===== config.mk =====
export PLATFORM = sky130hd
export DESIGN_NAME = pll_bringup_supervisor
export DESIGN_NICKNAME = d
export VERILOG_FILES = /design/src/design/pbs_pkg.sv /design/src/design/pll_bringup_supervisor.sv /design/src/design/pbs_cfg.sv /design/src/design/pbs_core.sv
export SDC_FILE = /design/constraint.sdc
export NUM_CORES = 1
export LEC_CHECK = 0
export BUFFER_PORTS_ARGS = -buffer_cell sky130_fd_sc_hd__buf_2
export CAP_MARGIN = 20
export CORE_ASPECT_RATIO = 0.8
export CORE_MARGIN = 8
export CORE_UTILIZATION = 54
export DETAILED_ROUTE_END_ITERATION = 12
export PLACE_DENSITY = 0.78
export SYNTH_ARGS = -nofsm -noshare
export SYNTH_HDL_FRONTEND = slang
export SYNTH_SLANG_ARGS = --single-unit

===== constraint.sdc =====
create_clock -name clk -period 4.6 [get_ports clk]
set_clock_uncertainty 0.05 [all_clocks]
set_input_delay 0.46 -clock clk [delete_from_list [all_inputs] [get_ports clk]]
set_output_delay 0.46 -clock clk [all_outputs]
set_load 0.02 [all_outputs]

===== src/design/pbs_pkg.sv =====
// Shared types and constants of the PLL bring-up supervisor.
// No dependencies; used by every module of the block.
`default_nettype none
package pbs_pkg;

	typedef enum logic [2:0] {
		ST_INIT     = 3'd0,
		ST_RESET    = 3'd1,
		ST_SYSCLK   = 3'd2,
		ST_WAITLOCK = 3'd3,
		ST_SETUP    = 3'd4,
		ST_RUN      = 3'd5,
		ST_ERROR    = 3'd6,
		ST_FATAL    = 3'd7
	} st_t;

	typedef enum logic [1:0] {
		H_UNKNOWN = 2'd0,
		H_NORMAL  = 2'd1,
		H_FAIL    = 2'd2
	} hl_t;

	localparam int unsigned ADDR_W = 5;
	localparam int unsigned DATA_W = 32;
	localparam int unsigned TO_W   = 16;
	localparam int unsigned RTY_W  = 3;

	localparam logic [2:0] REG_DETECT_TO   = 3'd0;
	localparam logic [2:0] REG_LOCK_TO     = 3'd1;
	localparam logic [2:0] REG_ERR_WAIT    = 3'd2;
	localparam logic [2:0] REG_FATAL_HOLD  = 3'd3;
	localparam logic [2:0] REG_MAX_RETRIES = 3'd4;

	localparam logic [TO_W-1:0]  DETECT_TO_RST   = 16'd2000;
	localparam logic [TO_W-1:0]  LOCK_TO_RST     = 16'd2000;
	localparam logic [TO_W-1:0]  ERR_WAIT_RST    = 16'd1000;
	localparam logic [TO_W-1:0]  FATAL_HOLD_RST  = 16'd2000;
	localparam logic [RTY_W-1:0] MAX_RETRIES_RST = 3'd3;
	localparam logic [RTY_W-1:0] RETRY_SAT       = 3'd7;

	typedef struct packed {
		logic [TO_W-1:0]  detect_timeout;
		logic [TO_W-1:0]  lock_timeout;
		logic [TO_W-1:0]  error_retry_wait;
		logic [TO_W-1:0]  fatal_hold_time;
		logic [RTY_W-1:0] max_retries;
	} cfg_t;

	typedef struct packed {
		logic        enable;
		logic [31:0] now_tick;
		logic        gpio_test_ok;
		logic        soft_reset_ok;
		logic        chip_detected;
		logic        sysclk_setup_ok;
		logic        sysclk_calib_ok;
		logic        main_setup_ok;
		logic        lock_read_ok;
		logic        lock_read_bit;
		logic        irq_poll_ok;
		logic        status_read_ok;
	} item_t;

	typedef struct packed {
		st_t  fsm_code;
		hl_t  device_health;
		logic hold_reset_pin;
		logic release_reset_pin;
		logic pulse_reset_pin;
		logic lock_status;
		logic state_changed;
		logic started_event;
		logic iface_error_event;
	} res_t;

endpackage
`default_nettype wire


===== src/design/pll_bringup_supervisor.sv =====
// Top level of the PLL bring-up supervisor: input register, step core, result register.
// Depends on pbs_pkg, pbs_cfg and pbs_core.
//
//   channel  handshake                  payload
//   -------  -------------------------  ------------------------------------------
//   input    in_valid / in_ready        enable, now_tick, ten poll result bits
//   output   out_valid / out_ready      fsm_code, device_health, pin and event bits
//   config   psel/penable/pwrite/pready paddr[4:0], pwdata / prdata (32 bit)
//
// One transaction per cycle sustained while out_ready holds; an accepted poll waits in the input
// register, and its step result is then written into the output register.
// The step logic reads the state registers and the registered poll in one pass,
// so the throughput is set by that single state update per cycle.
// arst_n clears the state to init, health unknown, retry count and lock bit zero,
// and loads the register defaults; both pipeline stages come up empty.
// A stalled output holds the result register and, behind it, one queued poll.
`default_nettype none
module pll_bringup_supervisor (
	input  wire logic        clk,
	input  wire logic        arst_n,

	input  wire logic        in_valid,
	output logic             in_ready,
	input  wire logic        enable,
	input  wire logic [31:0] now_tick,
	input  wire logic        gpio_test_ok,
	input  wire logic        soft_reset_ok,
	input  wire logic        chip_detected,
	input  wire logic        sysclk_setup_ok,
	input  wire logic        sysclk_calib_ok,
	input  wire logic        main_setup_ok,
	input  wire logic        lock_read_ok,
	input  wire logic        lock_read_bit,
	input  wire logic        irq_poll_ok,
	input  wire logic        status_read_ok,

	output logic             out_valid,
	input  wire logic        out_ready,
	output logic [2:0]       fsm_code,
	output logic [1:0]       device_health,
	output logic             hold_reset_pin,
	output logic             release_reset_pin,
	output logic             pulse_reset_pin,
	output logic             lock_status,
	output logic             state_changed,
	output logic             started_event,
	output logic             iface_error_event,

	input  wire logic        psel,
	input  wire logic        penable,
	input  wire logic        pwrite,
	input  wire logic [4:0]  paddr,
	input  wire logic [31:0] pwdata,
	output logic      [31:0] prdata,
	output logic             pready
);
	pbs_pkg::cfg_t  cfg;
	pbs_pkg::item_t item_in;
	pbs_pkg::item_t item_s1;
	logic           valid_s1;
	pbs_pkg::res_t  res_step;
	pbs_pkg::res_t  res_s2;
	logic           valid_s2;
	logic           advance;
	logic           in_take;

	// Register file: the user must write it only while the block is idle; the block does not enforce this.
	pbs_cfg u_cfg (
		.clk    (clk),
		.arst_n (arst_n),
		.psel   (psel),
		.penable(penable),
		.pwrite (pwrite),
		.paddr  (paddr),
		.pwdata (pwdata),
		.prdata (prdata),
		.pready (pready),
		.cfg    (cfg)
	);

	// Pack the poll fields into one item.
	assign item_in.enable          = enable;
	assign item_in.now_tick        = now_tick;
	assign item_in.gpio_test_ok    = gpio_test_ok;
	assign item_in.soft_reset_ok   = soft_reset_ok;
	assign item_in.chip_detected   = chip_detected;
	assign item_in.sysclk_setup_ok = sysclk_setup_ok;
	assign item_in.sysclk_calib_ok = sysclk_calib_ok;
	assign item_in.main_setup_ok   = main_setup_ok;
	assign item_in.lock_read_ok    = lock_read_ok;
	assign item_in.lock_read_bit   = lock_read_bit;
	assign item_in.irq_poll_ok     = irq_poll_ok;
	assign item_in.status_read_ok  = status_read_ok;

	// Advance the queued poll whenever the result register is free or draining.
	assign advance  = valid_s1 && (!valid_s2 || out_ready);
	assign in_ready = !valid_s1 || advance;
	assign in_take  = in_valid && in_ready;

	always_ff @(posedge clk or negedge arst_n) begin
		if (!arst_n) begin
			valid_s1 <= 1'b0;
		end else if (in_take) begin
			valid_s1 <= 1'b1;
		end else if (advance) begin
			valid_s1 <= 1'b0;
		end
	end

	always_ff @(posedge clk) begin
		if (in_take) begin
			item_s1 <= item_in;
		end
	end

	// State update happens only when the step result is moved into the result register.
	pbs_core u_core (
		.clk   (clk),
		.arst_n(arst_n),
		.step  (advance),
		.item  (item_s1),
		.cfg   (cfg),
		.res   (res_step)
	);

	always_ff @(posedge clk or negedge arst_n) begin
		if (!arst_n) begin
			valid_s2 <= 1'b0;
		end else if (advance) begin
			valid_s2 <= 1'b1;
		end else if (out_ready) begin
			valid_s2 <= 1'b0;
		end
	end

	always_ff @(posedge clk) begin
		if (advance) begin
			res_s2 <= res_step;
		end
	end

	assign out_valid         = valid_s2;
	assign fsm_code          = res_s2.fsm_code;
	assign device_health     = res_s2.device_health;
	assign hold_reset_pin    = res_s2.hold_reset_pin;
	assign release_reset_pin = res_s2.release_reset_pin;
	assign pulse_reset_pin   = res_s2.pulse_reset_pin;
	assign lock_status       = res_s2.lock_status;
	assign state_changed     = res_s2.state_changed;
	assign started_event     = res_s2.started_event;
	assign iface_error_event = res_s2.iface_error_event;
endmodule
`default_nettype wire


===== src/design/pbs_cfg.sv =====
// APB-style configuration register file of the PLL bring-up supervisor.
// Depends on pbs_pkg.
`default_nettype none
module pbs_cfg (
	input  wire logic                         clk,
	input  wire logic                         arst_n,
	input  wire logic                         psel,
	input  wire logic                         penable,
	input  wire logic                         pwrite,
	input  wire logic [pbs_pkg::ADDR_W-1:0]   paddr,
	input  wire logic [pbs_pkg::DATA_W-1:0]   pwdata,
	output logic      [pbs_pkg::DATA_W-1:0]   prdata,
	output logic                              pready,
	output pbs_pkg::cfg_t                     cfg
);
	logic [2:0]   idx;
	logic         wr_en;
	pbs_pkg::cfg_t cfg_q;

	assign idx    = paddr[4:2];
	assign wr_en  = psel && penable && pwrite;
	assign pready = 1'b1;
	assign cfg    = cfg_q;

	always_ff @(posedge clk or negedge arst_n) begin
		if (!arst_n) begin
			cfg_q.detect_timeout   <= pbs_pkg::DETECT_TO_RST;
			cfg_q.lock_timeout     <= pbs_pkg::LOCK_TO_RST;
			cfg_q.error_retry_wait <= pbs_pkg::ERR_WAIT_RST;
			cfg_q.fatal_hold_time  <= pbs_pkg::FATAL_HOLD_RST;
			cfg_q.max_retries      <= pbs_pkg::MAX_RETRIES_RST;
		end else if (wr_en) begin
			unique case (idx)
				pbs_pkg::REG_DETECT_TO:   cfg_q.detect_timeout   <= pwdata[15:0];
				pbs_pkg::REG_LOCK_TO:     cfg_q.lock_timeout     <= pwdata[15:0];
				pbs_pkg::REG_ERR_WAIT:    cfg_q.error_retry_wait <= pwdata[15:0];
				pbs_pkg::REG_FATAL_HOLD:  cfg_q.fatal_hold_time  <= pwdata[15:0];
				pbs_pkg::REG_MAX_RETRIES: cfg_q.max_retries      <= pwdata[2:0];
				default: ;
			endcase
		end
	end

	always_comb begin
		unique case (idx)
			pbs_pkg::REG_DETECT_TO:   prdata = {16'd0, cfg_q.detect_timeout};
			pbs_pkg::REG_LOCK_TO:     prdata = {16'd0, cfg_q.lock_timeout};
			pbs_pkg::REG_ERR_WAIT:    prdata = {16'd0, cfg_q.error_retry_wait};
			pbs_pkg::REG_FATAL_HOLD:  prdata = {16'd0, cfg_q.fatal_hold_time};
			pbs_pkg::REG_MAX_RETRIES: prdata = {29'd0, cfg_q.max_retries};
			default:                  prdata = '0;
		endcase
	end
endmodule
`default_nettype wire


===== src/design/pbs_core.sv =====
// Supervisor state registers and the single-step transition logic.
// Depends on pbs_pkg.
`default_nettype none
module pbs_core (
	input  wire logic           clk,
	input  wire logic           arst_n,
	input  wire logic           step,
	input  pbs_pkg::item_t      item,
	input  pbs_pkg::cfg_t       cfg,
	output pbs_pkg::res_t       res
);
	pbs_pkg::st_t     state_q;
	logic [31:0]      entry_tick_q;
	logic [2:0]       retry_q;
	pbs_pkg::hl_t     health_q;
	logic             lock_q;

	pbs_pkg::st_t     st_a;
	pbs_pkg::st_t     st_n;
	pbs_pkg::hl_t     health_n;
	logic [2:0]       retry_n;
	logic             lock_n;
	logic [31:0]      entry_n;
	logic [31:0]      elapsed;
	logic             in_flow;
	logic             hold;
	logic             release_pin;
	logic             pulse;
	logic             changed;
	logic             started;
	logic             ierr;

	assign elapsed = item.now_tick - entry_tick_q;

	always_comb begin
		st_a        = state_q;
		st_n        = state_q;
		health_n    = health_q;
		retry_n     = retry_q;
		lock_n      = lock_q;
		entry_n     = entry_tick_q;
		in_flow     = 1'b0;
		hold        = 1'b0;
		release_pin = 1'b0;
		pulse       = 1'b0;
		changed     = 1'b0;
		started     = 1'b0;
		ierr        = 1'b0;

		if (!item.enable) begin
			// shutdown: drop to init and assert the chip reset pin
			if (state_q != pbs_pkg::ST_INIT) begin
				st_n     = pbs_pkg::ST_INIT;
				health_n = pbs_pkg::H_UNKNOWN;
				lock_n   = 1'b0;
				hold     = 1'b1;
				changed  = 1'b1;
			end
		end else begin
			unique case (state_q)
				pbs_pkg::ST_INIT: begin
					release_pin = 1'b1;
					st_a = item.gpio_test_ok ? pbs_pkg::ST_RESET : pbs_pkg::ST_ERROR;
				end
				pbs_pkg::ST_RESET: begin
					pulse = 1'b1;
					if (!item.soft_reset_ok) begin
						st_a = pbs_pkg::ST_ERROR;
					end else begin
						health_n = item.chip_detected ? pbs_pkg::H_NORMAL : pbs_pkg::H_FAIL;
						if (item.chip_detected) begin
							st_a = pbs_pkg::ST_SYSCLK;
						end else if (elapsed > {16'd0, cfg.detect_timeout}) begin
							st_a = pbs_pkg::ST_ERROR;
						end
					end
				end
				pbs_pkg::ST_SYSCLK: begin
					st_a = (item.sysclk_setup_ok && item.sysclk_calib_ok) ?
						pbs_pkg::ST_WAITLOCK : pbs_pkg::ST_ERROR;
				end
				pbs_pkg::ST_WAITLOCK: begin
					// timeout wins over a lock seen in the same step
					if (elapsed > {16'd0, cfg.lock_timeout}) begin
						st_a = pbs_pkg::ST_ERROR;
					end else if (lock_q) begin
						st_a = pbs_pkg::ST_SETUP;
					end
				end
				pbs_pkg::ST_SETUP: begin
					st_a = item.main_setup_ok ? pbs_pkg::ST_RUN : pbs_pkg::ST_ERROR;
				end
				pbs_pkg::ST_RUN: begin
					if (!lock_q) begin
						st_a = pbs_pkg::ST_WAITLOCK;
					end else begin
						retry_n = '0;
					end
				end
				pbs_pkg::ST_ERROR: begin
					if (retry_q > cfg.max_retries) begin
						st_a = pbs_pkg::ST_FATAL;
					end else if (elapsed > {16'd0, cfg.error_retry_wait}) begin
						if (retry_q != pbs_pkg::RETRY_SAT) begin
							retry_n = retry_q + 3'd1;
						end
						st_a = pbs_pkg::ST_INIT;
					end
				end
				pbs_pkg::ST_FATAL: begin
					health_n = pbs_pkg::H_FAIL;
					if (elapsed > {16'd0, cfg.fatal_hold_time}) begin
						retry_n = '0;
						st_a    = pbs_pkg::ST_INIT;
					end
				end
				default: ;
			endcase

			in_flow = (st_a == pbs_pkg::ST_SYSCLK) || (st_a == pbs_pkg::ST_WAITLOCK) ||
				(st_a == pbs_pkg::ST_SETUP) || (st_a == pbs_pkg::ST_RUN);
			st_n = st_a;
			if (in_flow) begin
				if (!item.lock_read_ok) begin
					st_n = pbs_pkg::ST_ERROR;
				end else begin
					lock_n = item.lock_read_bit;
				end
			end else begin
				lock_n = 1'b0;
			end
			if (st_n == pbs_pkg::ST_RUN && (!item.irq_poll_ok || !item.status_read_ok)) begin
				st_n = pbs_pkg::ST_ERROR;
			end

			if (st_n != state_q) begin
				changed = 1'b1;
				entry_n = item.now_tick;
				if (state_q != pbs_pkg::ST_RESET) begin
					started = st_n == pbs_pkg::ST_RUN;
					ierr    = st_n == pbs_pkg::ST_ERROR;
				end
			end
		end

		res.fsm_code          = st_n;
		res.device_health     = health_n;
		res.hold_reset_pin    = hold;
		res.release_reset_pin = release_pin;
		res.pulse_reset_pin   = pulse;
		res.lock_status       = lock_n;
		res.state_changed     = changed;
		res.started_event     = started;
		res.iface_error_event = ierr;
	end

	always_ff @(posedge clk or negedge arst_n) begin
		if (!arst_n) begin
			state_q      <= pbs_pkg::ST_INIT;
			entry_tick_q <= '0;
			retry_q      <= '0;
			health_q     <= pbs_pkg::H_UNKNOWN;
			lock_q       <= 1'b0;
		end else if (step) begin
			state_q      <= st_n;
			entry_tick_q <= entry_n;
			retry_q      <= retry_n;
			health_q     <= health_n;
			lock_q       <= lock_n;
		end
	end
endmodule
`default_nettype wire


=== Word-level counts from Yosys, hierarchy flattened ===
Cells that the tools add are included.

* Flip-flop bits (word level): 165
* Output and inout port bits: 47
* Input port bits: 87
* Bits in read-only memories: 0
* Memory bits (writable): 0
* Memories: 0
* Latch bits: 0
* Logic and storage cells: 142

* Div/mod/pow operators: 0
* $lt $le $gt $ge: 5
* Bitwise gates (word level): 0
* Equality and inequality tests: 26
* Mux-type cells: 46
* Reduce and logical (&&, ||, !) cells: 30
* Shift operators: 0
* $mul: 0
* $add $sub $neg: 2

{| class="wikitable"
|+ Operators by type and width
! cell !! number
|-
| 32-bit by 16-bit > comparator with 1-bit output || 4
|-
| 16-bit one-hot mux with 5 select lines || 1
|-
| 3-bit 2-to-1 mux || 24
|-
| 32-bit subtractor || 1
|-
| 3-bit == test, second input constant || 10
|-
| 3-bit one-hot mux with 8 select lines || 1
|-
| 3-bit by 2-bit == test with 1-bit output, second input constant || 6
|-
| 1-bit 2-to-1 mux || 13
|-
| 2-bit 2-to-1 mux || 5
|-
| 2-bit AND reduction || 5
|-
| 3-bit one-hot mux with 3 select lines || 1
|-
| 2-bit by 1-bit != test with 1-bit output, second input constant || 4
|-
| 8-bit AND reduction || 1
|-
| 3-bit by 1-bit == test with 1-bit output, second input constant || 2
|-
| 1-bit logical AND || 6
|-
| 3-bit zero test || 2
|-
| 1-bit logical OR || 6
|-
| 3-bit AND reduction || 2
|-
| 3-bit nonzero test || 2
|-
| 1-bit zero test || 4
|-
| 2-bit one-hot mux with 2 select lines || 1
|-
| 2-bit nonzero test || 2
|-
| 3-bit by 1-bit adder with 3-bit output, second input constant || 1
|-
| 3-bit > comparator || 1
|-
| 4 further kinds || 4
|}

=== Logic depth before layout (Yosys ltp) ===
* Depth after elaboration: 20
* Mapped depth: 25
* Depth with buffers taken out: 24

=== By module ===
Synthesis repeated with hierarchy kept, for this count alone.

* Cells, all modules: 1,085
* Area, all modules: 11,478.5 sq um

{| class="wikitable"
|+ By module, submodules not included
! module !! area an instance (sq um) !! cells each !! times used !! sequential area each (sq um)
|-
| pbs_core || 6,465.0 || 806 || 1 || 1,026.0
|-
| pbs_cfg || 3,258.1 || 216 || 1 || 1,709.1
|-
| pll_bringup_supervisor || 1,755.4 || 63 || 1 || 1,701.6
|}

=== Least setup slack after synthesis ===
OpenSTA, ideal clock, no wires.

* Path kind: register to register
* From: register item_s1[14] in the netlist's numbering
* To: register u_core.entry_tick_q[31]
* Cell stages (with the launch flop): 25
* Path slack: -526 ps
* Path buffers: 1
* Library setup time: 127 ps
* Arrival time: 4,949 ps
* Period minus slack after synthesis: 5,126 ps
* Required time: 4,423 ps
* Cells stage by stage: edfxtp_1 > ha_1 > o211ai_1 > a21oi_2 > nor2_1 > o21ai_0 > a21o_1 > a21oi_1 > xnor2_1 > ha_1 > a21o_1 > a21o_1 > a221oi_1 > o2111ai_1 > nand2_1 > a21oi_1 > a221oi_1 > nand4_1 > a21boi_2 > nand2_1 > o21ai_1 > a21bo_2 > a311oi_4 > buf_6 > mux2_1

* Cells in the longest elaborated chain, start to end: 19
* Elaborated cells between the ends (all ways): 30
* Classes of those cells: add/sub (1); order compare (4); eq/ne (6); mux (14); reduce/logical (5)

{| class="wikitable"
|+ Ends and longest elaborated chain
! item !! RTL line !! text
|-
| start: declaration || pll_bringup_supervisor.sv:59 || <nowiki>pbs_pkg::item_t item_s1;</nowiki>
|-
| start signal: assignment || pll_bringup_supervisor.sv:112 || <nowiki>item_s1 <= item_in;</nowiki>
|-
| 32-bit subtractor * || pbs_core.sv:33 || <nowiki>assign elapsed = item.now_tick - entry_tick_q;</nowiki>
|-
| 32-bit by 16-bit > comparator with 1-bit output || pbs_core.sv:73 || <nowiki>end else if (elapsed > {16'd0, cfg.detect_timeout}) begin</nowiki>
|-
| 3-bit 2-to-1 mux || pbs_core.sv:73 ||
|-
| 3-bit 2-to-1 mux || pbs_core.sv:71 || <nowiki>if (item.chip_detected) begin</nowiki>
|-
| 3-bit 2-to-1 mux || pbs_core.sv:67 || <nowiki>if (!item.soft_reset_ok) begin</nowiki>
|-
| 3-bit one-hot mux with 8 select lines * || pbs_core.sv:60 || <nowiki>unique case (state_q)</nowiki>
|-
| 3-bit 2-to-1 mux * || pbs_core.sv:50 || <nowiki>if (!item.enable) begin</nowiki>
|-
| 3-bit by 2-bit == test with 1-bit output || pbs_core.sv:120 || <nowiki>in_flow = (st_a == pbs_pkg::ST_SYSCLK) || (st_a == pbs_pkg::ST_WAITLOCK) ||</nowiki>
|-
| (+3 left out) || n/a ||
|-
| 3-bit 2-to-1 mux * || pbs_core.sv:123 || <nowiki>if (in_flow) begin</nowiki>
|-
| 3-bit 2-to-1 mux * || pbs_core.sv:50 ||
|-
| 3-bit == test || pbs_core.sv:132 || <nowiki>if (st_n == pbs_pkg::ST_RUN && (!item.irq_poll_ok || !item.status_read_ok)) begin</nowiki>
|-
| 1-bit logical AND || pbs_core.sv:132 ||
|-
| 3-bit 2-to-1 mux * || pbs_core.sv:132 ||
|-
| 3-bit 2-to-1 mux * || pbs_core.sv:50 ||
|-
| 3-bit != test * || pbs_core.sv:136 || <nowiki>if (st_n != state_q) begin</nowiki>
|-
| 3-bit AND reduction (no source line) * || n/a ||
|-
| end signal: assignment || pbs_core.sv:166 || <nowiki>entry_tick_q <= entry_n;</nowiki>
|-
| end: declaration || pbs_core.sv:13 || <nowiki>logic [31:0] entry_tick_q;</nowiki>
|}

Mark *: on every way between the ends. The rest lies on a longest branch, timed or not. The select of a mux whose other input is x is not followed.
A chain may end at the register's enable or synchronous reset.

=== Final worst setup path ===
* From: register u_core.entry_tick_q[2]
* To: register u_core.entry_tick_q[15]

* Cells in the longest elaborated chain, start to end: 19
* Elaborated cells between the ends (all ways): 30
* Classes of those cells: add/sub (1); order compare (4); eq/ne (6); mux (14); reduce/logical (5)

{| class="wikitable"
|+ Ends and longest elaborated chain
! item !! RTL line
|-
| 32-bit subtractor * || pbs_core.sv:33
|-
| 32-bit by 16-bit > comparator with 1-bit output || pbs_core.sv:73
|-
| 3-bit 2-to-1 mux || pbs_core.sv:73
|-
| 3-bit 2-to-1 mux || pbs_core.sv:71
|-
| 3-bit 2-to-1 mux || pbs_core.sv:67
|-
| 3-bit one-hot mux with 8 select lines * || pbs_core.sv:60
|-
| 3-bit 2-to-1 mux * || pbs_core.sv:50
|-
| 3-bit by 2-bit == test with 1-bit output || pbs_core.sv:120
|-
| (+3 left out) || n/a
|-
| 3-bit 2-to-1 mux * || pbs_core.sv:123
|-
| 3-bit 2-to-1 mux * || pbs_core.sv:50
|-
| 3-bit == test || pbs_core.sv:132
|-
| 1-bit logical AND || pbs_core.sv:132
|-
| 3-bit 2-to-1 mux * || pbs_core.sv:132
|-
| 3-bit 2-to-1 mux * || pbs_core.sv:50
|-
| 3-bit != test * || pbs_core.sv:136
|-
| 3-bit AND reduction (no source line) * || n/a
|}

Marks and branches as above.

==> results.sh <==
export IMPL_routedWlPerCell_um=18.7
export IMPL_cap_violations=0
export IMPL_holdPathEnd="item_s1[1]"
export IMPL_crit_fanout=8
export IMPL_powerDensity_nw_per_um2=749
export IMPL_power_uw=10400
export IMPL_p_sw_share_pct=42.7
export IMPL_setup_slack_ps=-861
export IMPL_period_share_pct=119
export IMPL_die_y_um=143
export IMPL_slew_headroom_pct=34.6
export IMPL_num_vias=9192
export IMPL_hold_class="in2reg"
export IMPL_synth_top_area_share_pct=19.4
export IMPL_power_leakage_uw=0.00639
export IMPL_syn_cell_area_sq_um=10800
export IMPL_min_from="irq_poll_ok"
export IMPL_combPwrFrac_pct=65.6
export IMPL_drc=0
export IMPL_first_pass_iters=5
export IMPL_rsz0062_at_grt="true"
export IMPL_ant_nets=0
export IMPL_peakVddDrop_mv=0.370
export IMPL_async_reset_ff_share_pct=66.7
export IMPL_synth_edf_count=55
export IMPL_drtIter0Drc=798
export IMPL_dp_cells=1521
export IMPL_crit_path_max_incr_delay_ps=400
export IMPL_htree_levels=4
export IMPL_setup_viol=46
export IMPL_r2r_end="u_core.entry_tick_q[15]"
export IMPL_gp_congestion=0.921
export IMPL_avgSynthCellArea_sq_um=10.1
export IMPL_grt_ovfl_total=0
export IMPL_synth_most_common_cell="inv_1"
export IMPL_dp_hpwl_mm=20.9
export IMPL_wirelength_mm=29.7
export IMPL_seq_area_frac_synth_pct=40.9
export IMPL_clkPwrFrac_pct=13.5
export IMPL_start_util_pct=54.9
export IMPL_fill_cells=1376
export IMPL_antenna_found_initial=0
export IMPL_final_core_util_pct=70.4
export IMPL_nets=1500
export IMPL_io_pins=134
export IMPL_crit_required_ps=4880
export IMPL_synthTopCellsByCount="inv_1 (115), nand2_1 (101), ha_1 (100)"
export IMPL_die_area_sq_um=24900
export IMPL_yosysTopAreaCell="dfrtp_1"
export IMPL_cts_buffer_depth=2
export IMPL_timing_critical_path_mode_cell="a21oi_2"
export IMPL_antennaDiodeCount=0
export IMPL_start_kind="register"
export IMPL_layout_min_cycle_time_ps=5460
export IMPL_dp_slack_ps=-1010
export IMPL_final_hold_violation_count=0
export IMPL_yosysWarnings=0
export IMPL_synthFlopType="dfrtp_1"
export IMPL_synth_seq_cells=165
export IMPL_p_int_uw=5960
export IMPL_cts_tree="done"
export IMPL_fmax_ghz=0.183
export IMPL_cts_root_buf="clkbuf_16"
export IMPL_violations="setup timing"
export IMPL_crit_type="reg2reg"
export IMPL_switchingPower_uw=4450
export IMPL_r2r_start="u_core.entry_tick_q[2]"
export IMPL_cp_end_kind="register"
export IMPL_vias_per_cell=5.78
export IMPL_syn_inst=1079
export IMPL_p_seq_share_pct=20.8
export IMPL_synth_distinct_cells=79
export IMPL_clk_pin_slew_ps=70
export IMPL_rows=46
export IMPL_numCtsBuffers=17
export IMPL_min_path_cells=1
export IMPL_r2r_slack_ps=-860
export IMPL_synthTopCellsByArea="dfrtp_1 (19%), edfxtp_1 (15%), ha_1 (12%)"
export IMPL_die_w_um=174
export IMPL_grt_pass1_vias=9359
export IMPL_max_slew_worst_pin_slew_ps=979
export IMPL_layout_drive_gt1_share_pct=36.2
export IMPL_setup_tns_ps=-29700
export IMPL_core_area_sq_um=19700
export IMPL_stdcell_count=1589
export IMPL_clkLatencyLatePin_ps=450
export IMPL_status="finished, violations left"
export IMPL_arrival_ps=5740
export IMPL_portBuffers=98
export IMPL_r2r_cells=28
export IMPL_groute_usage_overall_pct=23.4
export IMPL_drv_slew=0
export IMPL_grt_pass1_wl_mm=47.0
export IMPL_syn_to_final_growth_pct=28.1
export IMPL_cts_sinks=165
export IMPL_critPathSlowestCell="dfrtp_1"
export IMPL_grt_max_degree=77
-- how the worst max path moves through the flow --
stage | startpoint | end | slack [ps] | depth (start not counted)
final | u_core.entry_tick_q[2] | u_core.entry_tick_q[15] | -860 | 28
after global routing | u_core.entry_tick_q[2] | u_core.entry_tick_q[17] | -1080 | 28
after CTS | item_s1[14] | u_core.entry_tick_q[16] | -680 | 25
after detailed placement | item_s1[18] | u_core.entry_tick_q[16] | -1010 | 24
after global placement | item_s1[10] | u_core.entry_tick_q[0] | -830 | 23
after floorplan | item_s1[12] | u_core.entry_tick_q[23] | -350 | 24
-- power groups by stage --
stage	logic (uW)	registers [uW]	clock network, uW
6_report	6830	2170	1410
2_1_floorplan	3640	2110	0
4_1_cts	6300	2150	1430
3_3_place_gp	5520	2150	0
3_5_place_dp	5680	2170	0
5_1_grt	7450	2200	1480
-- state kept, by name, indices dropped and copies added (netlist names) --
register	count
device_health	2
fsm_code	3
hold_reset_pin	1
iface_error_event	1
item_s1	43
lock_status	1
out_valid	1
pulse_reset_pin	1
release_reset_pin	1
started_event	1
state_changed	1
u_cfg.cfg	67
u_core.entry_tick_q	32
u_core.health_q	2
u_core.lock_q	1
u_core.retry_q	3
u_core.state_q	3
valid_s1	1
-- metal layers --
metal,share of wire [%],vias to the layer above,track usage (%),wire (um)
met1,44,4428,30.6,13200
li1,-,4335,-,-
met5,0,-,0,0
met4,3.1,0,9.88,915
met2,46,354,37.1,13600
met3,6.8,75,5.04,2020
-- stage by stage --
step	cell area, sq um	hold WS, ps
after floorplan	11000	114
after global placement	12500	413
after detailed placement	12500	425
after CTS	13600	122
after global routing	13900	120
final	13900	137
-- cell usage in the layout (no fill, tap or decap), types with 15 or more instances in the layout --
master / instances
a21o_1: 23
a21oi_1: 56
buf_2: 97
buf_4: 144
clkbuf_16: 18
conb_1: 17
dfrtp_1: 84
dfstp_2: 26
edfxtp_1: 55
ha_1: 89
inv_1: 114
mux2_2: 40
mux2_4: 32
nand2_1: 93
nand4_1: 28
nor2_1: 36
nor2b_1: 23
nor3_1: 15
o21ai_0: 62
o21ai_1: 15
-- worst max-delay path, delay by kind of cell, from the launching register on --
kind / cells / cell delay (ps)
buf+inv: 5 / 720
xor+xnor: 1 / 140
fa+ha+maj: 2 / 510
flops: 1 / 400
mux: 1 / 300
simple gates: 6 / 1020
compound gates: 13 / 2200
-- final cells by class --
type / instances / area (sq um) / share of cell area (%)
inverter: 117 / 439 / 3.16
tap: 264 / 330 / 2.38
clock buffer: 18 / 439 / 3.16
timing repair buffer: 251 / 1750 / 12.6
clock inverter: 14 / 136 / 0.981
sequential: 165 / 4440 / 31.9
multi-input combinational: 760 / 6370 / 45.8
-- repair_timing --
| item | CTS | global route |
|---|---|---|
| setup buffers | 21 | 11 |
| gates cloned | 2 | 1 |
| resized for setup | 63 | 41 |
| hold buffers | 0 | 1 |
| setup endpoints to repair | 45 | 46 |
| endpoints found under the hold margin | 0 | 22 |
| pin swaps | 19 | 39 |
-- cell families after synthesis --
family | share of synthesized area, %
and+or+nand+nor | 12.5
AOI/OAI and AO/OA | 15.9
buffers and inverters | 6.69
DFF | 40.9
adders and majority gates | 11.7
muxes | 10.5
xor gates and xnor gates | 1.68
other | 0.0692
Note: power is estimated with default switching activity, not from simulation.
